===== src/sv/necir_pkg.sv =====
// Package with the shared types and constants of the NEC infrared pulse decoder.
`default_nettype none
package necir_pkg;

  // Width of the stored code word and of the bit counter.
  localparam int WORD_BITS  = 32;
  localparam int COUNT_BITS = 6;

  // Interval windows in microseconds.
  localparam logic [15:0] LEAD_MIN      = 16'd8000;
  localparam logic [15:0] LEAD_LIMIT    = 16'd10000;
  localparam logic [15:0] HDR_MIN       = 16'd3500;
  localparam logic [15:0] HDR_MAX       = 16'd5500;
  localparam logic [15:0] SHORT_FLOOR   = 16'd400;
  localparam logic [15:0] SHORT_LIMIT   = 16'd750;
  localparam logic [15:0] LONG_FLOOR    = 16'd1500;
  localparam logic [15:0] LONG_LIMIT    = 16'd1700;
  localparam logic [15:0] REP_FLOOR     = 16'd1700;
  localparam logic [15:0] REP_LIMIT     = 16'd2800;

  // Depth of the queue between the classifier and the decoder.
  localparam int QUEUE_DEPTH = 2;

  // Result codes.
  typedef enum logic [1:0] {
    KIND_FRAME  = 2'd0,
    KIND_REPEAT = 2'd1,
    KIND_ERROR  = 2'd2
  } event_kind_t;

  // Window flags found by the classifier for one edge.
  typedef struct packed {
    logic lead;      // mark of 8000 up to 9999 us
    logic hdr;       // space of 3500 to 5500 us
    logic short_hi;  // space of 401 to 749 us
    logic long_hi;   // space of 1501 to 1699 us
    logic rep_hi;    // space of 1701 to 2799 us
    logic short_lo;  // mark of 401 to 749 us
    logic lo_nz;     // mark of nonzero length
  } class_t;

  // One queue entry: flags plus the raw interval for error reports.
  typedef struct packed {
    class_t      cls;
    logic [15:0] interval;
  } entry_t;

endpackage
`default_nettype wire


===== src/sv/necir_if.sv =====
// Valid/ready channel interfaces for the edge input and the event output.
`default_nettype none
interface necir_in_if;
  logic        valid;
  logic        ready;
  logic        line_level;
  logic [15:0] interval_us;

  modport source (output valid, output line_level, output interval_us, input ready);
  modport sink   (input valid, input line_level, input interval_us, output ready);
endinterface

interface necir_out_if;
  logic        valid;
  logic        ready;
  logic [1:0]  event_kind;
  logic [7:0]  addr_low;
  logic [7:0]  addr_high;
  logic [7:0]  cmd_byte;
  logic [7:0]  cmd_check;
  logic [7:0]  repeat_total;
  logic [15:0] error_interval;
  logic [5:0]  error_bits;

  modport source (output valid, output event_kind, output addr_low, output addr_high,
                  output cmd_byte, output cmd_check, output repeat_total,
                  output error_interval, output error_bits, input ready);
  modport sink   (input valid, input event_kind, input addr_low, input addr_high,
                  input cmd_byte, input cmd_check, input repeat_total,
                  input error_interval, input error_bits, output ready);
endinterface
`default_nettype wire


===== src/sv/necir_front.sv =====
// Front end: accepts edges and sorts the interval into its timing windows.
`default_nettype none
module necir_front import necir_pkg::*; (
  input  wire logic        in_valid,
  output logic             in_ready,
  input  wire logic        in_line_level,
  input  wire logic [15:0] in_interval_us,
  output logic             push_valid,
  input  wire logic        push_ready,
  output entry_t           push_entry
);

  logic [15:0] hi_us;
  logic [15:0] lo_us;

  // Split the interval into a space (high) or mark (low) length.
  assign hi_us = in_line_level ? 16'd0 : in_interval_us;
  assign lo_us = in_line_level ? in_interval_us : 16'd0;

  // Window compares.
  always_comb begin
    push_entry.interval     = in_interval_us;
    push_entry.cls.lead     = (lo_us >= LEAD_MIN) && (lo_us < LEAD_LIMIT);
    push_entry.cls.hdr      = (hi_us >= HDR_MIN) && (hi_us <= HDR_MAX);
    push_entry.cls.short_hi = (hi_us > SHORT_FLOOR) && (hi_us < SHORT_LIMIT);
    push_entry.cls.long_hi  = (hi_us > LONG_FLOOR) && (hi_us < LONG_LIMIT);
    push_entry.cls.rep_hi   = (hi_us > REP_FLOOR) && (hi_us < REP_LIMIT);
    push_entry.cls.short_lo = (lo_us > SHORT_FLOOR) && (lo_us < SHORT_LIMIT);
    push_entry.cls.lo_nz    = (lo_us != 16'd0);
  end

  // A transaction is taken whenever the queue has room.
  assign push_valid = in_valid;
  assign in_ready   = push_ready;

endmodule
`default_nettype wire


===== src/sv/necir_queue.sv =====
// Small register queue between the classifier and the decoder.
`default_nettype none
module necir_queue import necir_pkg::*; (
  input  wire logic   clk,
  input  wire logic   rst_n,
  input  wire logic   push_valid,
  output logic        push_ready,
  input  wire entry_t push_entry,
  output logic        pop_valid,
  input  wire logic   pop_ready,
  output entry_t      pop_entry
);

  localparam int PTR_BITS = $clog2(QUEUE_DEPTH);
  localparam int CNT_BITS = $clog2(QUEUE_DEPTH + 1);

  entry_t                slot_r [QUEUE_DEPTH];
  logic [PTR_BITS-1:0]   wr_ptr_r, wr_ptr_nxt;
  logic [PTR_BITS-1:0]   rd_ptr_r, rd_ptr_nxt;
  logic [CNT_BITS-1:0]   count_r, count_nxt;
  logic                  do_push;
  logic                  do_pop;

  assign push_ready = (count_r != CNT_BITS'(QUEUE_DEPTH));
  assign pop_valid  = (count_r != '0);
  assign pop_entry  = slot_r[rd_ptr_r];
  assign do_push    = push_valid && push_ready;
  assign do_pop     = pop_valid && pop_ready;

  // Pointer and fill count update.
  always_comb begin
    wr_ptr_nxt = do_push ? wr_ptr_r + 1'b1 : wr_ptr_r;
    rd_ptr_nxt = do_pop ? rd_ptr_r + 1'b1 : rd_ptr_r;
    count_nxt  = count_r;
    if (do_push && !do_pop) begin
      count_nxt = count_r + 1'b1;
    end else if (do_pop && !do_push) begin
      count_nxt = count_r - 1'b1;
    end
  end

  always_ff @(posedge clk) begin
    if (!rst_n) begin
      wr_ptr_r <= '0;
      rd_ptr_r <= '0;
      count_r  <= '0;
    end else begin
      wr_ptr_r <= wr_ptr_nxt;
      rd_ptr_r <= rd_ptr_nxt;
      count_r  <= count_nxt;
    end
  end

  // Entry storage needs no reset.
  always_ff @(posedge clk) begin
    if (do_push) begin
      slot_r[wr_ptr_r] <= push_entry;
    end
  end

endmodule
`default_nettype wire


===== src/sv/necir_back.sv =====
// Back end: protocol state, code word assembly and the output register.
`default_nettype none
module necir_back import necir_pkg::*; #(
  parameter int CODE_BITS = 32
) (
  input  wire logic   clk,
  input  wire logic   rst_n,
  input  wire logic   pop_valid,
  output logic        pop_ready,
  input  wire entry_t pop_entry,
  necir_out_if.source out_ch
);

  logic                  lead_r, lead_nxt;
  logic                  header_r, header_nxt;
  logic                  mark_r, mark_nxt;
  logic                  rep_space_r, rep_space_nxt;
  logic [COUNT_BITS-1:0] bit_count_r, bit_count_nxt;
  logic [CODE_BITS-1:0]  code_r, code_nxt;
  logic [7:0]            rep_count_r, rep_count_nxt;

  logic                  out_valid_r, out_valid_nxt;
  event_kind_t           kind_r, kind_nxt;
  logic [WORD_BITS-1:0]  word_r, word_nxt;
  logic [7:0]            rep_out_r, rep_out_nxt;
  logic [15:0]           err_iv_r, err_iv_nxt;
  logic [5:0]            err_bits_r, err_bits_nxt;

  logic                  do_pop;
  logic                  handled;
  logic                  emit;
  logic                  count_full;
  class_t                c;

  // An entry is taken when the output slot is free or being emptied.
  assign pop_ready  = !out_valid_r || out_ch.ready;
  assign do_pop     = pop_valid && pop_ready;
  assign c          = pop_entry.cls;
  assign count_full = (int'(bit_count_r) >= CODE_BITS);

  // Decode one edge against the current state.
  always_comb begin
    lead_nxt      = lead_r;
    header_nxt    = header_r;
    mark_nxt      = mark_r;
    rep_space_nxt = rep_space_r;
    bit_count_nxt = bit_count_r;
    code_nxt      = code_r;
    rep_count_nxt = rep_count_r;
    emit          = 1'b0;
    handled       = 1'b0;
    kind_nxt      = KIND_ERROR;
    word_nxt      = '0;
    rep_out_nxt   = '0;
    err_iv_nxt    = '0;
    err_bits_nxt  = '0;

    if (c.lead) begin
      lead_nxt   = 1'b1;
      header_nxt = 1'b0;
      handled    = 1'b1;
    end else if (lead_r && !header_r && c.hdr) begin
      header_nxt    = 1'b1;
      lead_nxt      = 1'b0;
      bit_count_nxt = '0;
      code_nxt      = '0;
      rep_count_nxt = '0;
      handled       = 1'b1;
    end else if (header_r) begin
      if (c.short_hi && mark_r) begin
        mark_nxt      = 1'b0;
        bit_count_nxt = bit_count_r + 1'b1;
        handled       = 1'b1;
      end else if (c.long_hi) begin
        // A long space without a preceding mark is dropped quietly.
        if (mark_r) begin
          mark_nxt      = 1'b0;
          bit_count_nxt = bit_count_r + 1'b1;
          for (int i = 0; i < CODE_BITS; i++) begin
            if (int'(bit_count_r) == i) begin
              code_nxt[i] = 1'b1;
            end
          end
        end
        handled = 1'b1;
      end else if (c.short_lo) begin
        mark_nxt = 1'b1;
        handled  = 1'b1;
        if (count_full) begin
          bit_count_nxt = bit_count_r + 1'b1;
          header_nxt    = 1'b0;
          emit          = 1'b1;
          kind_nxt      = KIND_FRAME;
          word_nxt      = WORD_BITS'(code_r);
        end
      end
    end

    // Repeat code handling after a lead.
    if (!handled && lead_r) begin
      if (c.rep_hi) begin
        rep_space_nxt = 1'b1;
        handled       = 1'b1;
      end else if (rep_space_r && c.short_lo) begin
        lead_nxt      = 1'b0;
        rep_count_nxt = rep_count_r + 1'b1;
        emit          = 1'b1;
        handled       = 1'b1;
        kind_nxt      = KIND_REPEAT;
        rep_out_nxt   = rep_count_r + 1'b1;
      end
    end

    // Any other nonzero mark is reported.
    if (!handled && c.lo_nz) begin
      emit         = 1'b1;
      kind_nxt     = KIND_ERROR;
      err_iv_nxt   = pop_entry.interval;
      err_bits_nxt = bit_count_r;
    end

    if (do_pop) begin
      out_valid_nxt = emit;
    end else if (out_ch.ready) begin
      out_valid_nxt = 1'b0;
    end else begin
      out_valid_nxt = out_valid_r;
    end
  end

  // Control and protocol state.
  always_ff @(posedge clk) begin
    if (!rst_n) begin
      lead_r      <= 1'b0;
      header_r    <= 1'b0;
      mark_r      <= 1'b0;
      rep_space_r <= 1'b0;
      bit_count_r <= '0;
      code_r      <= '0;
      rep_count_r <= '0;
      out_valid_r <= 1'b0;
    end else begin
      out_valid_r <= out_valid_nxt;
      if (do_pop) begin
        lead_r      <= lead_nxt;
        header_r    <= header_nxt;
        mark_r      <= mark_nxt;
        rep_space_r <= rep_space_nxt;
        bit_count_r <= bit_count_nxt;
        code_r      <= code_nxt;
        rep_count_r <= rep_count_nxt;
      end
    end
  end

  // Output payload register.
  always_ff @(posedge clk) begin
    if (do_pop && emit) begin
      kind_r     <= kind_nxt;
      word_r     <= word_nxt;
      rep_out_r  <= rep_out_nxt;
      err_iv_r   <= err_iv_nxt;
      err_bits_r <= err_bits_nxt;
    end
  end

  assign out_ch.valid          = out_valid_r;
  assign out_ch.event_kind     = kind_r;
  assign out_ch.addr_low       = word_r[7:0];
  assign out_ch.addr_high      = word_r[15:8];
  assign out_ch.cmd_byte       = word_r[23:16];
  assign out_ch.cmd_check      = word_r[31:24];
  assign out_ch.repeat_total   = rep_out_r;
  assign out_ch.error_interval = err_iv_r;
  assign out_ch.error_bits     = err_bits_r;

endmodule
`default_nettype wire


===== src/sv/nec_ir_pulse_decoder_unit.sv =====
// An accepted edge is held in the queue, then decoded into the registered output slot.
// Throughput: one edge per cycle unless an output result is waiting untaken; the decoder state updates per edge.
// The two-entry queue and the output register let input and output stall on their own.
// Reset (rst_n low, synchronous) clears the decoder state, the queue and the output valid.
// The output payload register is not reset and is only read while valid is high.
`default_nettype none
module nec_ir_pulse_decoder_unit import necir_pkg::*; #(
  parameter int CODE_BITS = 32
) (
  input  wire logic   clk,
  input  wire logic   rst_n,
  necir_in_if.sink    in_ch,
  necir_out_if.source out_ch
);

  logic   push_valid;
  logic   push_ready;
  entry_t push_entry;
  logic   pop_valid;
  logic   pop_ready;
  entry_t pop_entry;

  // Classify each incoming transaction.
  necir_front u_front (
    .in_valid       (in_ch.valid),
    .in_ready       (in_ch.ready),
    .in_line_level  (in_ch.line_level),
    .in_interval_us (in_ch.interval_us),
    .push_valid     (push_valid),
    .push_ready     (push_ready),
    .push_entry     (push_entry)
  );

  // Decouple the classifier from the decoder.
  necir_queue u_queue (
    .clk        (clk),
    .rst_n      (rst_n),
    .push_valid (push_valid),
    .push_ready (push_ready),
    .push_entry (push_entry),
    .pop_valid  (pop_valid),
    .pop_ready  (pop_ready),
    .pop_entry  (pop_entry)
  );

  // Protocol decoding and result output.
  necir_back #(
    .CODE_BITS (CODE_BITS)
  ) u_back (
    .clk       (clk),
    .rst_n     (rst_n),
    .pop_valid (pop_valid),
    .pop_ready (pop_ready),
    .pop_entry (pop_entry),
    .out_ch    (out_ch)
  );

endmodule
`default_nettype wire

===== src/flat_wrapper.sv =====
// flat-port wrapper written by rule: the top's interface ports become plain ports
module nec_ir_pulse_decoder_unit_flat import necir_pkg::*;
#(
  parameter int CODE_BITS = 32
)
  (clk, rst_n, in_ch_valid, in_ch_line_level, in_ch_interval_us, in_ch_ready, out_ch_valid, out_ch_event_kind, out_ch_addr_low, out_ch_addr_high, out_ch_cmd_byte, out_ch_cmd_check, out_ch_repeat_total, out_ch_error_interval, out_ch_error_bits, out_ch_ready);
  necir_in_if in_ch_i ();
  necir_out_if out_ch_i ();
  input  wire logic clk;
  input  wire logic rst_n;
  input wire logic [$bits(in_ch_i.valid)-1:0] in_ch_valid;
  input wire logic [$bits(in_ch_i.line_level)-1:0] in_ch_line_level;
  input wire logic [$bits(in_ch_i.interval_us)-1:0] in_ch_interval_us;
  output wire logic [$bits(in_ch_i.ready)-1:0] in_ch_ready;
  output wire logic [$bits(out_ch_i.valid)-1:0] out_ch_valid;
  output wire logic [$bits(out_ch_i.event_kind)-1:0] out_ch_event_kind;
  output wire logic [$bits(out_ch_i.addr_low)-1:0] out_ch_addr_low;
  output wire logic [$bits(out_ch_i.addr_high)-1:0] out_ch_addr_high;
  output wire logic [$bits(out_ch_i.cmd_byte)-1:0] out_ch_cmd_byte;
  output wire logic [$bits(out_ch_i.cmd_check)-1:0] out_ch_cmd_check;
  output wire logic [$bits(out_ch_i.repeat_total)-1:0] out_ch_repeat_total;
  output wire logic [$bits(out_ch_i.error_interval)-1:0] out_ch_error_interval;
  output wire logic [$bits(out_ch_i.error_bits)-1:0] out_ch_error_bits;
  input wire logic [$bits(out_ch_i.ready)-1:0] out_ch_ready;
  assign in_ch_i.valid = in_ch_valid;
  assign in_ch_i.line_level = in_ch_line_level;
  assign in_ch_i.interval_us = in_ch_interval_us;
  assign in_ch_ready = in_ch_i.ready;
  assign out_ch_valid = out_ch_i.valid;
  assign out_ch_event_kind = out_ch_i.event_kind;
  assign out_ch_addr_low = out_ch_i.addr_low;
  assign out_ch_addr_high = out_ch_i.addr_high;
  assign out_ch_cmd_byte = out_ch_i.cmd_byte;
  assign out_ch_cmd_check = out_ch_i.cmd_check;
  assign out_ch_repeat_total = out_ch_i.repeat_total;
  assign out_ch_error_interval = out_ch_i.error_interval;
  assign out_ch_error_bits = out_ch_i.error_bits;
  assign out_ch_i.ready = out_ch_ready;
  nec_ir_pulse_decoder_unit #(.CODE_BITS(CODE_BITS)) u_core (.clk(clk), .rst_n(rst_n), .in_ch(in_ch_i), .out_ch(out_ch_i));
endmodule

===== config.mk =====
export PLATFORM = sky130hd
export DESIGN_NAME = nec_ir_pulse_decoder_unit_flat
export DESIGN_NICKNAME = d
export VERILOG_FILES = /design/src/sv/necir_pkg.sv /design/src/sv/necir_if.sv /design/src/sv/necir_front.sv /design/src/sv/necir_queue.sv /design/src/sv/necir_back.sv /design/src/sv/nec_ir_pulse_decoder_unit.sv /design/src/flat_wrapper.sv
export SDC_FILE = /design/constraint.sdc
export NUM_CORES = 1
export LEC_CHECK = 0
export BUFFER_PORTS_ARGS = -buffer_cell sky130_fd_sc_hd__clkbuf_2
export CAP_MARGIN = 30
export CORE_MARGIN = 4
export CORE_UTILIZATION = 62
export CTS_CLUSTER_DIAMETER = 80
export DETAILED_ROUTE_END_ITERATION = 6
export PLACE_DENSITY = 0.93
export SETUP_SLACK_MARGIN = 0.15
export SYNTH_ARGS = -nofsm -noshare
export SYNTH_HDL_FRONTEND = slang
export SYNTH_SLANG_ARGS = --single-unit

===== constraint.sdc =====
create_clock -name clk -period 10.6 [get_ports clk]
set_input_delay 0.53 -clock clk [delete_from_list [all_inputs] [get_ports clk]]
set_output_delay 0.53 -clock clk [all_outputs]
set_load 0.01 [all_outputs]

Word level (Yosys, flattened, before mapping)
Memory sizes are Yosys's and may differ from the RTL's. A register that Yosys moved wholly into a read port is not among the register bits.
Cells that the tools add are included.

operators by class
  magnitude comparators = 13
  reductions and logical operators = 104
  bitwise logic cells = 7
  equality and inequality tests = 34
  multiplexer cells = 104
  add/subtract/negate cells = 6

operators by type and width
  kind                    count
  $reduce_and A7 Y1       32
  $mux W32                5
  $eq A6 B6 Y1 const B    16
  $reduce_bool A2 Y1      38
  $mux W1                 73
  $eq A6 B5 Y1 const B    8
  $mux W6                 7
  $mux W8                 5
  $gt A16 B11 Y1 const B  2
  $gt A16 B9 Y1 const B   2
  $lt A16 B10 Y1 const B  2
  $mux W16                2
  $eq A6 B4 Y1 const B    4
  $mux W2                 12
  $logic_and A1 B1 Y1     17
  $ge A16 B12 Y1 const B  1
  $ge A16 B13 Y1 const B  1
  $le A16 B13 Y1 const B  1
  $lt A16 B11 Y1 const B  1
  $lt A16 B12 Y1 const B  1
  $lt A16 B14 Y1 const B  1
  $reduce_bool A16 Y1     1
  $eq A6 B3 Y1 const B    2
  $add A8 B1 Y8 const B   1
  other kinds (19)        33

word-level totals
  logic and storage cells = 316
  output and inout bits = 66
  register bits after elaboration = 119
  bits of input ports = 21
  memories kept = 1
  bits in writable memories = 46

memories
  name                   depth  width  read ports  clocked after memory_dff  write ports  RTL line           text
  u_core.u_queue.slot_r  2      23     1           1                         1            necir_queue.sv:17  entry_t slot_r [QUEUE_DEPTH];

Longest topological paths before layout
  depth after elaboration = 13
  gate-level depth with buffers = 9
  gate-level depth less buffers = 7

Modules after synthesis
Synthesis repeated with hierarchy kept, for this count alone.

unflattened totals
  cell total of the unflattened synthesis = 576
  area, all modules = 7,114.3 µm²

modules (own cells, without submodules)
  module       area an instance (µm²)  cells an instance  instances
  necir_back   4,645.7                 390                1
  necir_queue  1,893.1                 95                 1
  necir_front  575.6                   91                 1

Least setup slack after synthesis
OpenSTA, ideal clock, no wires.

  path kind = flip-flop to flip-flop
  start = reg with a tool-made name
  end = reg u_core.u_back.err_bits_r[0], in the netlist u_core.u_back.out_ch.error_bits[0] (enable)
  setup slack = 5,080 ps
  arrival time = 5,013 ps
  setup time = 507 ps
  stages on the path, launching flop included = 9
  path buffers = 2
  clock period less this slack = 5,520 ps
  cell sequence = dfxtp_1 -> buf_6 -> mux2_4 -> or4_4 -> or3_1 -> buf_6 -> clkinv_4 -> nor2_2 -> a21oi_1

RTL lines
  element               RTL line           text
  end signal, assigned  necir_back.sv:163  err_bits_r <= err_bits_nxt;
  end, declared         necir_back.sv:27   logic [5:0] err_bits_r, err_bits_nxt;

==> results.py <==
metrics = {
    "outcome": {
        "status": "finished clean",
    },
    "layout": {
        "fill_cells": 631,
        "post-route-util_pct": 73.97,
        "synthToLayoutAreaGrowth_pct": 16.38,
        "drive_gt1_share_pct": 19.77,
        "layout.cells.non_filler": 833,
        "layout.nets": 707,
        "postLayoutCellArea_um2": 8019,
        "antennaDiodeCount": 0,
    },
    "worst_setup_path": {
        "crit_top_cell": "buf_4",
        "crit_required_ps": 10780,
        "crit_buf_inv": 2,
        "worstSetupPathType": "register to register",
        "worstPathArrival_ps": 4390,
        "rrSetupSlack_ps": 6380,
        "crit_family": "compound AO/OA/AOI/OAI gates",
        "startpoint_type": "register",
        "path_max_fanout": 42,
        "cp_cell_sequence": "buf_4 > mux2i_1 > o211ai_1 > and2_1 > or3_1 > a21oi_4 > buf_4",
        "cp_slowest_cell": "a21oi_4",
        "end_kind": "register",
        "critical-path-max-stage-delay_ps": 790,
        "reg2reg_to": "u_core.u_back.word_r[14]$_SDFFCE_PP0P_",
        "rr_worst_depth": 7,
    },
    "sta": {
        "tns_ps": 0,
        "final.min_clock_period_ps": 4216,
        "hold_violations": 0,
        "grt_setup_unrepaired": "false",
        "fin_crit_sh_pct": 39.78,
        "fin_skew_ps": 8.151,
        "max_slew_margin_pct": 40.43,
        "worst_hold_slack_ps": 244.0,
        "slew_violations": 0,
        "fmax_mhz": 237.2,
        "setup_ws_ps": 6384,
        "setup_violations": 0,
        "worstMarginPinSlew_ps": 893.5,
    },
    "clock_network": {
        "cts.htree.levels": 4,
        "cts_setup_buffers": 0,
        "cts_sinks": 166,
        "numCtsBuffers": 17,
        "cts_tree": "yes",
        "hold_buffers": 0,
        "cts_resized": 0,
        "cts.reportedPaths.clkPinSlew_ps": 70,
        "cts_root_buf": "clkbuf_8",
        "clkLatencyLatePin_ps": 540,
        "clk_path_buf_depth": 2,
    },
    "grt": {
        "grt_pass1_vias": 4964,
        "grt_first_pass_wirelength_um": 24280,
        "grt_usage_pct": 24.29,
        "grt_max_degree": 43,
        "antenna_found_initial": 0,
        "grt-ovfl-total": 0,
    },
    "routing": {
        "drtPass1Iterations": 5,
        "wl_met3_um": 1132,
        "avgViaCountPerCell": 6.098,
        "drc_errors": 0,
        "drt_iter0_drc": 485,
        "vias": 5080,
        "wl_um": 15430,
        "wirelength_met1_um": 5766,
        "top_layer_used": "met4",
        "routedWlPerCell_um": 18.52,
        "ant_nets": 0,
        "route.met2.wl_um": 8115,
    },
    "worst_hold_path": {
        "whs_path_depth": 1,
        "hold_path.class": "primary input to register",
        "hold_path.startpoint": "in_ch_interval_us[13]",
        "hold_path_end": "u_core.u_queue.slot_r[1][13]$_DFFE_PP_",
    },
    "power_and_ir_drop": {
        "total_power_mw": 1.742,
        "p_per_area_nw_per_um2": 217.3,
        "ir_drop_uv": 152.5,
        "p_leak_nw": 2.916,
    },
    "logic_synthesis": {
        "synthCells": 599,
        "synth_edf_count": 110,
        "synth_cell_types": 57,
        "yosysMostFrequentCell": "edfxtp_1",
        "syn_area_per_cell_um2": 11.50,
        "ys_async_sr_fraction_pct": 0,
        "yosys-top-cells-area": "edfxtp_1, dfxtp_1, nor2_1, a21oi_1, mux2i_1",
        "yosysTopAreaCell": "edfxtp_1",
        "yosysSeqAreaShare_pct": 64.21,
        "ys_ff_latch": 166,
        "netlist_area_um2": 6890,
        "synth_top_area_share_pct": 47.94,
        "synth_top_cells_by_count": "edfxtp_1, nor2_1, dfxtp_1",
        "ys_warn_count": 0,
        "syn_nets": 626,
        "synth_ff_type": "edfxtp_1",
    },
    "placement": {
        "numPortBuffers": 86,
        "gp_congestion": 0.9226,
        "post-place-ws_ps": 6505,
        "dp_cells": 800,
        "placed_area_um2": 7436,
        "dp_hpwl_um": 10130,
    },
    "floorplanning": {
        "row_count": 38,
        "core_um2": 10840,
        "die_x_um": 113.4,
        "dieArea_um2": 12860,
        "io_pins": 87,
        "fp.dieH_um": 113.4,
        "start_util_pct": 63.56,
    },
    "flow_run": {
        "drv_cap": 0,
    },
}
## logic make-up after synthesis
family,synth area share [%]
fa+ha+maj,1.089
buf+inv,3.087
flops,64.21
compound gates,11.33
simple gates,15.00
xor+xnor,1.398
mux,3.886
## layout make-up
type                            count  area, um2  share of cell area [%]
Sequential cell                   166       4424                   55.17
Multi-Input combinational cell    383       2277                   28.40
Timing Repair Buffer               93      510.5                   6.366
Clock buffer                       19      421.7                   5.258
Tap cell                          140      175.2                   2.184
Clock inverter                     13      133.9                   1.670
Inverter                           19      76.32                  0.9518
## layer usage
| metal | global-route usage, % | vias to the layer above |
|---|---|---|
| li1 | - | 2330 |
| met1 | 28.12 | 2422 |
| met2 | 42.69 | 282 |
| met3 | 5.782 | 46 |
| met4 | 11.38 | 0 |
| met5 | 0 | - |
## where the power goes
group,internal [mW],switching (mW),total [mW]
logic,0.109,0.225,0.334
registers,0.804,0.0335,0.837
clock network,0.333,0.238,0.571
total,1.25,0.497,1.74
## how the worst max path moves through the flow
stage                        start                                               end  slack (ps)  cells after the start
final                     register            u_core.u_back.word_r[14]$_SDFFCE_PP0P_        6380                      7
after global routing      register            u_core.u_back.word_r[14]$_SDFFCE_PP0P_        6220                      7
after CTS                 register            u_core.u_back.word_r[11]$_SDFFCE_PP0P_        6450                      7
after detailed placement  register            u_core.u_back.word_r[17]$_SDFFCE_PP0P_        6510                      7
after global placement    register            u_core.u_back.word_r[16]$_SDFFCE_PP0P_        6710                      7
after floorplan           register  u_core.u_back.out_ch.error_bits[0]$_SDFFCE_PN0P_        5080                      8
## registers in the layout, summed over array words and instances, names as in the netlist, 2 cells and up, named ones only
register / count
u_core.u_back.out_ch.event_kind: 2
u_core.u_queue.count_r: 2
u_core.u_back.out_ch.error_interval: 16
u_core.u_back.word_r: 32
u_core.u_back.out_ch.repeat_total: 8
u_core.u_back.code_r: 32
u_core.u_back.bit_count_r: 6
u_core.u_back.out_ch.error_bits: 6
u_core.u_queue.slot_r: 46
u_core.u_back.rep_count_r: 8
## placed cells by master (no fill, tap or decap), drive strengths merged, types with 2 or more instances in the layout
cell type / netlist / final
a31oi: 10 / 10
bufinv: 0 / 2
and3: 6 / 6
o211ai: 3 / 3
mux2: 3 / 3
xor2: 3 / 3
a221oi: 3 / 3
nand3: 6 / 6
edfxtp: 110 / 110
xnor2: 8 / 8
nand4: 6 / 6
or4: 5 / 5
o21a: 2 / 2
nand2b: 5 / 5
nor3: 13 / 13
ha: 6 / 6
and2: 34 / 34
clkbuf: 25 / 105
nor2b: 3 / 3
clkinv: 2 / 9
a21oi: 51 / 51
buf: 6 / 7
clkinvlp: 0 / 4
or3: 8 / 8
or2: 2 / 2
inv: 17 / 17
o41ai: 3 / 3
o21ai: 47 / 47
dfxtp: 56 / 56
mux2i: 23 / 23
nor4: 3 / 3
nand2: 27 / 27
nor3b: 3 / 3
nor2: 82 / 82
Power figures use the tool's default switching activity.
